==> src/hw/rtl/tdf_pkg.sv <==
package tdf_pkg;

  localparam int TICKS_PER_QUARTER_DEF = 960;
  localparam int FRACTION_BITS_DEF     = 16;
  localparam int QUEUE_DEPTH           = 2;
  localparam int NUM_W                 = 106;
  localparam int DEN_W                 = 61;

  localparam logic [25:0] USEC_PER_MINUTE = 26'd60000000;
  localparam logic [28:0] TEMPO_MIN       = 29'd20000000;
  localparam logic [28:0] TEMPO_MAX       = 29'd300000000;
  localparam logic [16:0] RATE_A          = 17'd44100;
  localparam logic [16:0] RATE_B          = 17'd48000;
  localparam logic [16:0] RATE_C          = 17'd88200;
  localparam logic [16:0] RATE_D          = 17'd96000;
  localparam logic [16:0] RATE_RESET      = 17'd48000;

  typedef enum logic [2:0] {
    ST_OK           = 3'd0,
    ST_BAD_DURATION = 3'd1,
    ST_BAD_TEMPO    = 3'd2,
    ST_BAD_RATE     = 3'd3,
    ST_OVERFLOW     = 3'd4
  } status_e;

  typedef struct packed {
    logic signed [47:0] duration_ticks;
    logic [15:0]        duration_fraction;
    logic [28:0]        tempo_micro_bpm;
  } in_t;

  typedef struct packed {
    logic [62:0] frames;
    status_e     status;
  } out_t;

  typedef struct packed {
    status_e     status;
    logic [62:0] q;
    logic [28:0] tempo;
    logic [16:0] rate;
  } entry_t;

endpackage

==> src/hw/rtl/tdf_queue.sv <==
module tdf_queue (
  input  logic            clk_i,
  input  logic            rst_ni,
  input  logic            push_valid_i,
  output logic            push_ready_o,
  input  tdf_pkg::entry_t push_data_i,
  output logic            pop_valid_o,
  input  logic            pop_ready_i,
  output tdf_pkg::entry_t pop_data_o
);

  localparam int DEPTH = tdf_pkg::QUEUE_DEPTH;
  localparam int PW    = (DEPTH > 1) ? $clog2(DEPTH) : 1;
  localparam int CW    = $clog2(DEPTH + 1);

  tdf_pkg::entry_t mem_q [DEPTH];
  logic [PW-1:0]   wr_q, wr_d, rd_q, rd_d;
  logic [CW-1:0]   cnt_q, cnt_d;
  logic            do_push, do_pop;

  assign push_ready_o = (cnt_q != CW'(DEPTH));
  assign pop_valid_o  = (cnt_q != '0);
  assign pop_data_o   = mem_q[rd_q];
  assign do_push      = push_valid_i && push_ready_o;
  assign do_pop       = pop_valid_o && pop_ready_i;

  always_comb begin
    wr_d  = wr_q;
    rd_d  = rd_q;
    cnt_d = cnt_q;
    if (do_push) begin
      wr_d = (wr_q == PW'(DEPTH - 1)) ? '0 : wr_q + PW'(1);
    end
    if (do_pop) begin
      rd_d = (rd_q == PW'(DEPTH - 1)) ? '0 : rd_q + PW'(1);
    end
    if (do_push && !do_pop) begin
      cnt_d = cnt_q + CW'(1);
    end else if (do_pop && !do_push) begin
      cnt_d = cnt_q - CW'(1);
    end
  end

  always_ff @(posedge clk_i or negedge rst_ni) begin
    if (!rst_ni) begin
      wr_q  <= '0;
      rd_q  <= '0;
      cnt_q <= '0;
    end else begin
      wr_q  <= wr_d;
      rd_q  <= rd_d;
      cnt_q <= cnt_d;
    end
  end

  always_ff @(posedge clk_i) begin
    if (do_push) begin
      mem_q[wr_q] <= push_data_i;
    end
  end

endmodule

==> config.mk <==
export PLATFORM = sky130hd
export DESIGN_NAME = tdf_queue
export DESIGN_NICKNAME = d
export VERILOG_FILES = /design/src/hw/rtl/tdf_pkg.sv /design/src/hw/rtl/tdf_queue.sv
export SDC_FILE = /design/constraint.sdc
export NUM_CORES = 1
export LEC_CHECK = 0
export ABC_AREA = 1
export ABC_CLOCK_PERIOD_IN_PS = 13700
export BUFFER_PORTS_ARGS = -buffer_cell sky130_fd_sc_hd__buf_4
export CAP_MARGIN = 20
export CORE_MARGIN = 8
export CORE_UTILIZATION = 56
export DETAILED_ROUTE_END_ITERATION = 6
export GPL_TIMING_DRIVEN = 1
export PLACE_DENSITY_LB_ADDON = 0.1
export SYNTH_ARGS = -nofsm -noshare
export SYNTH_HDL_FRONTEND = slang
export SYNTH_SLANG_ARGS = --single-unit
==> constraint.sdc <==
create_clock -name clk_i -period 13.7 [get_ports clk_i]
set_input_delay 0.685 -clock clk_i [delete_from_list [all_inputs] [get_ports clk_i]]
set_output_delay 0.685 -clock clk_i [all_outputs]
set_load 0.005 [all_outputs]
Word level (Yosys, flattened, before mapping)
Memories as Yosys holds them, arrays and structs flattened.
Cells that the tools add are included.
{ "word_totals": {"regBits": 4, "ramBits": 224, "in_bits": 116, "word_cells": 23, "mem_count": 1} }
{ "memory_table": {"columns": ["name", "depth", "word_bits", "rd", "rd_ports_with_merged_regs", "wr", "line_no", "source"], "rows": [
  ["mem_q", 2, 112, 1, 0, 1, "tdf_queue.sv:16", "tdf_pkg::entry_t mem_q [DEPTH];"]
]} }
{ "classes": {"n_addsub": 4, "eq_ne": 1, "mux": 6, "n_reduce_logical": 8} }
{ "ops": {"columns": ["cell", "count"], "rows": [
  ["$logic_and A1 B1 Y1", 4],
  ["$mux W1", 4],
  ["$mux W2", 2],
  ["$reduce_bool A2 Y1", 2],
  ["$add A1 B1 Y1 const B", 2],
  ["$add A2 B1 Y2 const B", 1],
  ["$logic_not A1 Y1", 2],
  ["$ne A2 B2 Y1 const B", 1],
  ["$sub A2 B1 Y2 const B", 1]
]} }

Logic depth before layout (Yosys ltp)
{ "logic_depth": {"depth_word": 6, "ltp_mapped": 10, "mapped_depth_nobuf": 10} }

Worst setup path after synthesis
Ideal clock, no wire load.
{ "synth_timing": {"path_kind": "input to register", "startpoint": "input push_valid_i", "endpoint": "memory mem_q[0][0] (netlist bit), enable pin", "arrival_ps": 5451, "t_required_ps": 13116, "path_slack_ps": 7665, "stages": 2, "path_buffers": 0, "cell_sequence": "nand2_1 -> nor2_1"} }
{ "synth_between": {"elab_chain_cells": 3} }
{ "synth_lines": {"columns": ["element", "line_no", "source"], "rows": [
  ["start: declaration", "tdf_queue.sv:4", "input logic push_valid_i,"],
  ["$logic_and A1 B1 Y1", "tdf_queue.sv:24", "assign do_push = push_valid_i && push_ready_o;"],
  ["$mux W1", "tdf_queue.sv:57", "if (do_push) begin"],
  ["$mux W1 (implied by the code)", "tdf_queue.sv:58", "mem_q[wr_q] <= push_data_i;"],
  ["end: declaration", "tdf_queue.sv:16", null]
]} }
Every way passes these cells.

==> flow_metrics.py <==
metrics = {
    "placed_design": {
        "place_inst": 1005,
        "dpl-instance-area_um2": 10200,
        "finalWeightedCongestion": 0.786,
        "numPortBuffers": 229,
        "hpwl_mm": 12.0,
        "dp_worst_setup_slack_ns": 10.50,
    },
    "synth": {
        "synth_area_um2": 8390,
        "seq_area_frac_synth_pct": 81.3,
        "yosys_warnings": 0,
        "syn_inst": 614,
        "synth_seq_cells": 228,
        "synth_top_area_cell": "edfxtp_1",
        "synth_nets": 731,
        "synth_top_area_share_pct": 80.1,
        "synth_cell_types": 14,
        "avgSynthCellArea_um2": 13.7,
        "synthTopCellsByArea": "edfxtp_1 80%, nand2_1 15%, buf_6 1.2%, dfrtp_1 1.2%, buf_2 0.83%",
    },
    "detailed_routing": {
        "ant_nets": 0,
        "first_pass_iters": 5,
        "wl_per_cell_um": 17.6,
        "drt_wl_total_mm": 18.5,
        "drt_iter0_drc": 383,
        "drc": 0,
        "via_count": 5259,
        "vias_per_cell": 5.01,
    },
    "setup_path": {
        "crit_path_top_delay_cell": "buf_4",
        "r2r-end": "mem_q[0][14]",
        "critical_path_required_ns": 13.02,
        "cp_max_fo": 94,
        "crit_arrival_ns": 2.37,
        "cp-end-kind": "output port",
        "cp_cell_sequence": "buf_4 > nand2_1 > nand2_1 > buf_4",
        "reg2reg_depth": 6,
        "crit_family": "buffers and inverters",
        "worstSetupStartpointType": "flip-flop",
        "worst-path-buf-inv": 2,
        "slowest_delay_ns": 0.79,
        "critPathCapture": "pop_data_o[56]",
        "worstReg2RegStart": "cnt_q[0]",
        "rrSetupSlack_ns": 11.16,
        "cp.depth": 4,
        "crit_type": "reg2out",
        "crit_path_start": "rd_q",
    },
    "floorplan": {
        "core_um2": 14600,
        "start_util_pct": 57.5,
        "die_y_um": 138,
        "die_area_um2": 19200,
        "io_pins": 230,
        "rows": 44,
        "die_x_um": 138,
    },
    "grt": {
        "grt_pass1_vias": 5240,
        "grt_max_degree": 114,
        "antenna_found_initial": 0,
        "grt_overflow_total": 0,
        "grt_pass1_wl_mm": 27.8,
        "grtUsageTotal_pct": 18.2,
    },
    "sta": {
        "timing.final.crit_share_pct": 22.3,
        "finalHoldViolCount": 0,
        "tns_ns": 0,
        "relSlewSlack_pct": 32.4,
        "fin_skew_ns": 0.00828,
        "final-setup-viol-count": 0,
        "worst_slew_pin_slew_ns": 1.01,
        "fmax_mhz": 328,
        "min_period_ns": 3.05,
        "finalWorstSetupSlack_ns": 10.65,
        "finalMaxSlewViolations": 0,
        "rsz0062_at_grt": "no",
    },
    "clock_tree": {
        "clk_pin_slew_ns": 0.06,
        "cts.path.max_buffers": 3,
        "clock-sinks": 228,
        "h-tree-depth": 1,
        "cts_tree": "yes",
        "numCtsBuffers": 23,
        "cts_resized": 0,
        "insertion_delay_ns": 0.49,
        "cts-root-buf": "clkbuf_16",
    },
    "final_layout": {
        "seq_area_um2": 6830,
        "fill_cells": 866,
        "multiInputGateArea_um2": 1370,
        "final_common_cell": "nand2_1",
        "nets": 967,
        "drive_gt1_share_pct": 31.5,
        "syn2layout_area_growth_pct": 31.3,
        "layout_common_cells": "346 x nand2_1, 232 x buf_4, 224 x edfxtp_1",
        "diodes": 0,
        "design_area_um2": 11000,
        "layoutNonFillerInstCount": 1050,
    },
    "worst_hold_path": {
        "hp-start": "push_data_i[96]",
        "hp-class": "in2reg",
    },
    "run_status": {
        "outcome": "finished, final reports clean",
    },
    "power_and_ir_drop": {
        "leakagePower_uw": 0.00472,
        "powerDensity_nw_per_um2": 215,
        "p_total_uw": 2370,
        "vdd_ir_drop_max_uv": 138,
    },
    "flow_run": {
        "maxCapViolCount": 0,
    },
}
## how the worst min path moves through the flow
stage	to	slack, ns	cells after the start
CTS	mem_q[1][96]	0.35	1
global placement	rd_q	0.48	1
global route	mem_q[1][82]	0.35	1
floorplan	cnt_q[0]	0.39	0
finish	mem_q[1][96]	0.37	1
detailed placement	cnt_q[0]	0.48	1
## metrics by stage
stage / hold WS (ns) / util, %
finish: 0.373 / 75.5
detailed placement: 0.484 / 69.9
global placement: 0.479 / 69.9
CTS: 0.352 / 75.1
floorplan: 0.389 / -
global route: 0.348 / 75.5
## final cells by class
type | instances | share of cell area [%]
Clock buffer | 33 | 5.84
Clock inverter | 8 | 0.897
Inverter | 7 | 0.261
Multi-Input combinational cell | 354 | 12.4
Sequential cell | 228 | 62.0
Tap cell | 184 | 2.09
Timing Repair Buffer | 236 | 16.5
## cell families (layout without fill, tap and decap cells)
logic type	count (synthesis)	after routing	synth area share (%)
xor gates and xnor gates	2	2	0.209
adders and majority gates	1	1	0.149
buffers and inverters	32	284	2.56
DFF	228	228	81.3
and+or+nand+nor	351	351	15.8
## worst register-to-register path: cells and delay by family (launching register included)
kind,cells,cell delay (ns)
buffers and inverters,3,1.13
AND/OR/NAND/NOR,3,0.58
flip-flops,1,0.39
## what timing repair did
| action | CTS | global route |
|---|---|---|
| hold endpoints to repair | 4 | 0 |
| setup buffers | 0 | 0 |
| hold buffers | 1 | 0 |
## cells in the mapped netlist
library cell  number
inv_4              1
nand3_1            2
inv_1              6
edfxtp_1         224
nand4_1            1
buf_2             14
nand2_1          346
xnor2_1            1
dfrtp_1            4
nor2_1             2
buf_6              9
ha_1               1
xor2_1             1
buf_4              2
## power breakdown
part | switching [uW] | internal (uW) | leakage [uW] | total (uW)
Sequential | 45.3 | 956 | 0.00213 | 1000
Combinational | 434 | 327 | 0.00223 | 761
Clock | 239 | 364 | 0.000358 | 604
Total | 719 | 1650 | 0.00472 | 2370
## layer usage
metal,global-route usage (%),up-vias,part of all wire [%]
met5,0,-,0
met4,5.09,0,1.6
met3,5.72,23,9.5
met2,29.3,241,49
met1,23.4,2455,40
li1,-,2540,-
## sequential cells by signal (all words and copies together) (netlist names)
register and flops:
rd_q 1, wr_q 1, cnt_q 2, mem_q 224
No activity file was read; power rests on OpenSTA's default activity.
