$ cat src/hw/rtl/tdf_pkg.sv
package tdf_pkg;

  localparam int TICKS_PER_QUARTER_DEF = 960;
  localparam int FRACTION_BITS_DEF     = 16;
  localparam int QUEUE_DEPTH           = 2;
  localparam int NUM_W                 = 106;
  localparam int DEN_W                 = 61;

  localparam logic [25:0] USEC_PER_MINUTE = 26'd60000000;
  localparam logic [28:0] TEMPO_MIN       = 29'd20000000;
  localparam logic [28:0] TEMPO_MAX       = 29'd300000000;
  localparam logic [16:0] RATE_A          = 17'd44100;
  localparam logic [16:0] RATE_B          = 17'd48000;
  localparam logic [16:0] RATE_C          = 17'd88200;
  localparam logic [16:0] RATE_D          = 17'd96000;
  localparam logic [16:0] RATE_RESET      = 17'd48000;

  typedef enum logic [2:0] {
    ST_OK           = 3'd0,
    ST_BAD_DURATION = 3'd1,
    ST_BAD_TEMPO    = 3'd2,
    ST_BAD_RATE     = 3'd3,
    ST_OVERFLOW     = 3'd4
  } status_e;

  typedef struct packed {
    logic signed [47:0] duration_ticks;
    logic [15:0]        duration_fraction;
    logic [28:0]        tempo_micro_bpm;
  } in_t;

  typedef struct packed {
    logic [62:0] frames;
    status_e     status;
  } out_t;

  typedef struct packed {
    status_e     status;
    logic [62:0] q;
    logic [28:0] tempo;
    logic [16:0] rate;
  } entry_t;

endpackage

$ cat src/hw/rtl/tdf_front.sv
module tdf_front #(
  parameter int FRACTION_BITS = tdf_pkg::FRACTION_BITS_DEF
) (
  input  logic            clk_i,
  input  logic            rst_ni,
  input  logic            in_valid_i,
  output logic            in_ready_o,
  input  tdf_pkg::in_t    in_data_i,
  input  logic            cfg_valid_i,
  output logic            cfg_ready_o,
  input  logic [16:0]     cfg_data_i,
  output logic            push_valid_o,
  input  logic            push_ready_i,
  output tdf_pkg::entry_t push_data_o
);

  localparam logic [15:0] FRAC_MASK = 16'((32'd1 << FRACTION_BITS) - 32'd1);

  logic [16:0] rate_q;
  logic [15:0] frac_m;
  logic        rate_ok;

  always_ff @(posedge clk_i or negedge rst_ni) begin
    if (!rst_ni) begin
      rate_q <= tdf_pkg::RATE_RESET;
    end else if (cfg_valid_i) begin
      rate_q <= cfg_data_i;
    end
  end

  assign cfg_ready_o  = 1'b1;
  assign in_ready_o   = push_ready_i;
  assign push_valid_o = in_valid_i;

  assign frac_m  = in_data_i.duration_fraction & FRAC_MASK;
  assign rate_ok = (rate_q == tdf_pkg::RATE_A) || (rate_q == tdf_pkg::RATE_B) ||
                   (rate_q == tdf_pkg::RATE_C) || (rate_q == tdf_pkg::RATE_D);

  always_comb begin
    push_data_o.q     = (63'(in_data_i.duration_ticks[46:0]) << FRACTION_BITS) |
                        63'(frac_m);
    push_data_o.tempo = in_data_i.tempo_micro_bpm;
    push_data_o.rate  = rate_q;
    if (in_data_i.duration_ticks[47] ||
        ((in_data_i.duration_ticks == 48'sd0) && (frac_m == 16'd0))) begin
      push_data_o.status = tdf_pkg::ST_BAD_DURATION;
    end else if ((in_data_i.tempo_micro_bpm < tdf_pkg::TEMPO_MIN) ||
                 (in_data_i.tempo_micro_bpm > tdf_pkg::TEMPO_MAX)) begin
      push_data_o.status = tdf_pkg::ST_BAD_TEMPO;
    end else if (!rate_ok) begin
      push_data_o.status = tdf_pkg::ST_BAD_RATE;
    end else begin
      push_data_o.status = tdf_pkg::ST_OK;
    end
  end

endmodule

$ cat config.mk
export PLATFORM = sky130hd
export DESIGN_NAME = tdf_front
export DESIGN_NICKNAME = d
export VERILOG_FILES = /design/src/hw/rtl/tdf_pkg.sv /design/src/hw/rtl/tdf_front.sv
export SDC_FILE = /design/constraint.sdc
export NUM_CORES = 1
export LEC_CHECK = 0
export ABC_AREA = 0
export BUFFER_PORTS_ARGS = -buffer_cell sky130_fd_sc_hd__buf_2
export CAP_MARGIN = 20
export CORE_ASPECT_RATIO = 1.25
export CORE_MARGIN = 10
export CORE_UTILIZATION = 33
export DETAILED_ROUTE_END_ITERATION = 6
export PLACE_DENSITY = 0.82
export SLEW_MARGIN = 20
export SYNTH_ARGS = -nofsm -noshare
export SYNTH_HDL_FRONTEND = slang
export SYNTH_SLANG_ARGS = --single-unit
$ cat constraint.sdc
create_clock -name clk_i -period 2 [get_ports clk_i]
set_input_delay 0.4 -clock clk_i [delete_from_list [all_inputs] [get_ports clk_i]]
set_output_delay 0.4 -clock clk_i [all_outputs]
set_load 0.005 [all_outputs]
== After elaboration in Yosys (flattened, before gate mapping) ==
Cells that the tools add are included.
Cells by class
  reductions and logical operators: 8
  shift operators: 0
  divide/modulo/power cells: 0
  bitwise logic cells: 1
  $lt $le $gt $ge: 2
  muxes and demuxes: 3
  multipliers: 0
  equal/unequal tests: 4
  add/sub/neg operators: 0
Operators by type and width (count)
  $or 63x16->63: 1
  $logic_not 48->1: 1
  $eq 17x16->1 const B: 2
  $eq 17x17->1 const B: 2
  $gt 29x29->1 const B: 1
  $lt 29x25->1 const B: 1
  $logic_not 16->1: 1
  $logic_or 1x1->1: 5
  $mux 2: 2
  $mux 3: 1
  $logic_and 1x1->1: 1
Word-level totals
  register bits after elaboration: 17
  output and inout port bits: 115
  bits in writable memories: 0
  logic and storage cells: 19
  ROM bits: 0
  memories: 0
  bits in latches: 0
  input port bits: 115

== Depth between registers and ports, before layout ==
Gate-level depths: netlist of run 1.
  depth in word-level cells: 7
  mapped depth: 5
  depth with buffers taken out: 5

== Worst setup path after synthesis of run 1 ==
OpenSTA, ideal clock, no wires.
  path type: input to output
  start point: input in_data_i[0] (netlist bit)
  end point: output push_data_o[109] (netlist bit)
  path buffers: 0
  arrival time: 1.350 ns
  path slack: 0.250 ns
  stages: 5
  required time: 1.600 ns
  path through: nor4_2 -> nand4_1 -> o311ai_2 -> o32ai_1 -> o21ai_1
RTL lines
  start, declared: line tdf_front.sv:8  | input tdf_pkg::in_t in_data_i,
  end, declared: line tdf_front.sv:14  | output tdf_pkg::entry_t push_data_o

==> impl_metrics.env, run 1 <==
export IMPL_status="finished with violations"
export IMPL_violations="setup timing"
export IMPL_synth_ff_type="dfrtp_1"
export IMPL_cts_tree="yes"
export IMPL_switching_share_pct=31.2
export IMPL_place_worst_setup_slack_ns=-0.213
export IMPL_grt_pass1_wl_um=11000
export IMPL_fp_dieArea_mm2=0.00898
export IMPL_fin_util_pct=46.6
export IMPL_maxCapViolCount=0
export IMPL_drt_vias_per_instance=4.71
export IMPL_synth_top_family_by_area="buffers and inverters"
export IMPL_synthesis_nets=317
export IMPL_rsz0062_at_grt="yes"
export IMPL_ir_drop_v=0.000546
export IMPL_grt_overflow=0
export IMPL_die_h_um=103
export IMPL_slew_viol_final=0
export IMPL_min_path_type="in -> async"
export IMPL_nets=462
export IMPL_grt_max_degree=18
export IMPL_clock_latency_ns=0.26
export IMPL_worstPathArrival_ns=1.79
export IMPL_routabilityCongestion=0.969
export IMPL_drt_first_pass_iters=4
export IMPL_intPower_uw=776
export IMPL_clock_root_buffer="clkbuf_8"
export IMPL_yosysWarnings=0
export IMPL_end_kind="primary output"
export IMPL_ys_ff_latch=17
export IMPL_p_comb_share_pct=39.0
export IMPL_core_area_mm2=0.00541
export IMPL_final_cell_mix="buf_2 (223), mux2_2 (17), nor4_1 (16), buf_4 (15), dfrtp_1 (10)"
export IMPL_wl_um=7940
export IMPL_max_freq_mhz=457
export IMPL_antenna_found_initial=0
export IMPL_place_area_mm2=0.00238
export IMPL_yosysSeqAreaShare_pct=23.6
export IMPL_final_area_mm2=0.00252
export IMPL_netlist_instances=202
export IMPL_fin_skew_ns=0
export IMPL_grt_pass1_vias=2062
export IMPL_cp_start_kind="register"
export IMPL_htree_levels=1
export IMPL_synth_simple_gate_area_share_pct=19.9
export IMPL_synthToLayoutAreaGrowth_pct=36.9
export IMPL_final_period_utilization_pct=109
export IMPL_synth_compound_area_share_pct=6.05
export IMPL_largest_reg_flops=17
export IMPL_cp_cell_sequence="nor3b_4, and4_1, o21ai_1, a21oi_1, buf_4, o21ai_1, buf_2"
export IMPL_critPathMaxFanout=4
export IMPL_drc=0
export IMPL_layout_commonest_cell="buf_2"
export IMPL_num_rows=30
export IMPL_fillers=538
export IMPL_regMostFlops="rate_q"
export IMPL_synth_adder_area_share_pct=0
export IMPL_grt_usage_pct=15.1
export IMPL_avgSynthCellArea_um2=9.11
export IMPL_crit_top_cell="o21ai_1"
export IMPL_post_route_min_period_ns=2.19
export IMPL_synth_edf_count=0
export IMPL_io_pin_count=230
export IMPL_syn_cell_area_mm2=0.00184
export IMPL_io_buffers=223
export IMPL_async_flop_share_pct=100
export IMPL_slowest_delay_ns=0.56
export IMPL_hold_worst_slack_ns=0.0505
export IMPL_p_clk_share_pct=22.8
export IMPL_hold_viol=0
export IMPL_critPathRequiredTime_ns=1.60
export IMPL_synth_cell_type_count=37
export IMPL_cts_buffer_depth=2
export IMPL_synthMuxAreaShare_pct=10.4
export IMPL_fp_dieW_um=86.8
export IMPL_seqPwrFrac_pct=38.3
export IMPL_wl_per_cell_um=19.4
export IMPL_synth_xor_area_share_pct=0
export IMPL_crit_type="reg -> out"
export IMPL_worst_path_max_delay_cell="dfstp_2"
export IMPL_top_regs="rate_q (17)"
export IMPL_start_util_pct=34.0
export IMPL_fin_ws_ns=-0.187
export IMPL_powerDensity_mw_per_mm2=448
export IMPL_diodes=0
export IMPL_cts_clk_slew_worst_paths_ns=0.06
export IMPL_hpwl_um=7180
export IMPL_setup_viol=2
export IMPL_drt_iter0_drc=23
export IMPL_clock_sinks=17
export IMPL_fin_setup_tns_ns=-0.365
export IMPL_numCtsBuffers=3
export IMPL_num_vias=1931
export IMPL_power_leakage_nw=1.34
export IMPL_layout_drive_gt1_share_pct=80.6
export IMPL_postRouteAntennaNets=0
export IMPL_power_switching_uw=351
worst max-delay path, delay by kind of cell (launching register included):
family	cells	cell delay, ns
DFF	1	0.56
and+or+nand+nor	2	0.43
AOI/OAI and AO/OA	3	0.27
buffers and inverters	2	0.27
layer usage:
layer	part of all wire [%]	vias to the layer above	GRT usage [%]
met2	53	119	27.9
met5	0	-	0
li1	-	925	-
met3	13	5	7.60
met1	33	882	14.7
met4	0.72	0	3.25
stage by stage:
stage               power [mW]  cells
finish                    1.13    410
global route              1.20    410
CTS                       1.13    409
detailed placement       0.850    401
global placement         0.840    401
floorplan                0.664    202
area by class of cell:
| cell class | instances | area [µm²] | share of cell area (%) |
|---|---|---|---|
| clock inverter | 1 | 5.00 | 0.199 |
| timing repair buffer | 238 | 1230 | 48.8 |
| sequential | 17 | 434 | 17.2 |
| tap | 64 | 80.1 | 3.18 |
| clock buffer | 3 | 41.3 | 1.64 |
| multi-input combinational | 87 | 728 | 28.9 |
what timing repair did:
action | 4_1_cts | 5_1_grt
resized for setup | 10 | 1
buffers inserted | 4 | 1
hold buffers | 0 | 0
endpoints found under the setup margin | 2 | 2
pin swaps | 7 | 1
synthesized netlist by cell type (2+ instances only):
cell,n,area [µm²]
a21oi_1,2,10.0
nor2_1,3,11.3
nand2_1,3,11.3
conb_1,2,7.51
nor4bb_1,2,20.0
mux2_2,17,191
buf_4,96,721
nor4_2,2,25.0
nor3_1,2,10.0
nand4b_1,2,17.5
nand2b_1,2,12.5
nor3b_1,2,15.0
nand4_1,7,43.8
o21ai_0,3,15.0
dfrtp_1,10,250
dfstp_2,7,184
nor3_2,2,20.0
nor4_1,18,113
o21ai_1,2,10.0
final timing paths:
kind                       cells after the start  slack, ns          endpoint           start
setup / recovery                               7      -0.19  push_data_o[109]      rate_q[11]
hold / removal                                 1       0.05         rate_q[6]          rst_ni
setup reg to reg                               3       1.02        rate_q[13]      rate_q[13]
hold reg to reg                                1       0.53         rate_q[0]       rate_q[0]
max in group asynchronous                      1       1.64         rate_q[9]          rst_ni
min in group clk_i                             2       0.37        rate_q[14]  cfg_data_i[14]
cells by family after synthesis:
| family | after synthesis |
|---|---|
| buffers and inverters | 98 |
| AND/OR/NAND/NOR | 53 |
| multiplexers | 17 |
| flip-flops | 17 |
| AO/OA/AOI/OAI | 15 |
| other | 2 |
power groups by stage:
stage / logic [mW] / registers (mW) / clock network (mW)
after global placement: 0.409 / 0.431 / 0
after floorplan: 0.236 / 0.428 / 0
after detailed placement: 0.416 / 0.434 / 0
after global routing: 0.481 / 0.438 / 0.279
after CTS: 0.440 / 0.431 / 0.264
final: 0.439 / 0.431 / 0.257
Power figures use the tool's default switching activity.
==> run 2, diff against run 1 <==
Settings changed: CORE_AREA set to 2 2 90 92, CORE_ASPECT_RATIO 1.25 to not set, CORE_MARGIN 10 to not set, CORE_UTILIZATION 33 to not set, DIE_AREA set to 0 0 92 94, PLACE_DENSITY 0.82 to not set.
==> run 2 against run 1 <==
The run still ends with setup timing left. Sequential power down 0.9%. Non-clock buffer count up 7. Utilization decreased by 12 points. Die area shrank 3.7%. Flip-flop and latch count unchanged. Cell count up 11%. Register-to-register slack better by 0.10 ns. Clock power is 4% lower. Critical endpoint is now push_data_o[110]. Highest routed layer unchanged.
==> impl_metrics.env, run 2 (same netlist as run 1, synthesis figures left out) <==
export IMPL_status="finished with violations"
export IMPL_violations="setup timing"
export IMPL_place_area_mm2=0.00248
export IMPL_clock_root_buffer="clkbuf_8"
export IMPL_post_route_min_period_ns=2.17
export IMPL_cts_hold_buf=0
export IMPL_postRouteAntennaNets=0
export IMPL_drt_iter0_drc=48
export IMPL_slew_viol_final=0
export IMPL_end_kind="primary output"
export IMPL_io_buffers=223
export IMPL_synthToLayoutAreaGrowth_pct=42.0
export IMPL_cts_tree="yes"
export IMPL_antenna_found_initial=0
export IMPL_layout_commonest_cell="buf_2"
export IMPL_final_cell_mix="buf_2 (223), buf_4 (22), nor4_1 (17), mux2_2 (17), dfrtp_1 (10)"
export IMPL_fp_dieW_um=92
export IMPL_htree_levels=1
export IMPL_drt_vias_per_instance=4.38
export IMPL_setup_viol=2
export IMPL_drt_first_pass_iters=4
export IMPL_num_rows=32
export IMPL_rsz0062_at_grt="yes"
export IMPL_numCtsBuffers=3
export IMPL_fp_dieArea_mm2=0.00865
export IMPL_drc=0
export IMPL_power_leakage_nw=1.38
export IMPL_hpwl_um=6080
export IMPL_ir_drop_v=0.000433
export IMPL_top_regs="rate_q (17)"
export IMPL_grt_max_degree=18
export IMPL_wl_per_cell_um=15.1
export IMPL_maxCapViolCount=0
export IMPL_fin_skew_ns=0
export IMPL_layout_drive_gt1_share_pct=81.0
export IMPL_diodes=0
export IMPL_max_freq_mhz=461
export IMPL_final_area_mm2=0.00261
export IMPL_hold_viol=0
export IMPL_critPathMaxFanout=4
export IMPL_routabilityCongestion=0.738
export IMPL_min_path_type="in -> async"
export IMPL_regMostFlops="rate_q"
export IMPL_clock_latency_ns=0.25
export IMPL_grt_usage_pct=13.8
export IMPL_p_total_mw=1.12
export IMPL_fin_util_pct=34.3
export IMPL_cts_buffer_depth=2
export IMPL_powerDensity_mw_per_mm2=430
export IMPL_cp_start_kind="register"
export IMPL_hold_worst_slack_ns=0.0551
export IMPL_io_pin_count=230
export IMPL_die_h_um=94
export IMPL_critPathRequiredTime_ns=1.60
export IMPL_core_area_mm2=0.00761
export IMPL_worstPathArrival_ns=1.77
export IMPL_crit_type="reg -> out"
export IMPL_final_period_utilization_pct=108
export IMPL_wl_um=6890
export IMPL_start_util_pct=24.2
export IMPL_fin_ws_ns=-0.170
export IMPL_largest_reg_flops=17
export IMPL_num_vias=1994
export IMPL_nets=469
export IMPL_clock_sinks=17
export IMPL_grt_pass1_vias=1800
export IMPL_cts_clk_slew_worst_paths_ns=0.06
export IMPL_grt_pass1_wl_um=9380
export IMPL_grt_overflow=0
-- run 2: cell types whose count changed in the layout (fill, tap and decap cells not counted), sizes merged --
cell	change
buf	+7
clkbuf	+1
clkinv	-1
-- run 2: path summary, 6_finish.rpt --
path                                from          endpoint  slack [ns]  cells after the start
min                               rst_ni         rate_q[3]        0.06                      1
max in group asynchronous         rst_ni        rate_q[15]        1.64                      1
min in group clk_i         cfg_data_i[3]         rate_q[3]        0.38                      2
min reg2reg                    rate_q[5]         rate_q[5]        0.53                      1
max                            rate_q[9]  push_data_o[110]       -0.17                      8
max reg2reg                   rate_q[16]        rate_q[16]        1.12                      2
-- run 2: layout make-up --
class | count | area [µm²]
multi-input combinational | 87 | 724
fill | 799 | 4990
tap | 102 | 128
timing repair buffer | 245 | 1280
clock buffer | 4 | 45.0
sequential | 17 | 434
-- run 2: power by group --
group | switching (mW) | total (mW) | internal [mW] | leakage [nW]
Combinational | 0.193 | 0.449 | 0.256 | 1.16
Clock | 0.105 | 0.247 | 0.141 | 0.0228
Sequential | 0.0366 | 0.427 | 0.390 | 0.191
Total | 0.335 | 1.12 | 0.788 | 1.38
-- run 2: worst max-delay path: stages, from the launching register on --
cell and delay [ns]:
dfstp_2 0.56, buf_4 0.11, nor3b_2 0.03, and3_1 0.14, o211ai_1 0.18, a21oi_2 0.09, buf_4 0.15, a21boi_1 0.13
buf_2 0.13
-- run 2: through the flow --
stage                     instances  setup slack [ns]  setup TNS, ns
after floorplan                 202             0.250              0
after global placement          446            -0.226         -0.398
after detailed placement        446            -0.153         -0.283
after CTS                       452            -0.213         -0.411
after global routing            455            -0.307         -0.612
final                           455            -0.170         -0.333
-- run 2: metal layers --
layer / vias up / wire, µm / global-route usage [%]
met2: 111 / 3530 / 24.7
met3: 4 / 640 / 3.21
met5: - / 0 / 0
met1: 940 / 2690 / 17.0
met4: 0 / 32 / 2.99
li1: 939 / - / -
-- run 2: repair_timing --
item,4_1_cts,5_1_grt
gates resized for setup,7,4
pin swaps,5,5
setup buffers,2,3
cloned,0,0
endpoints found under the setup margin,2,2
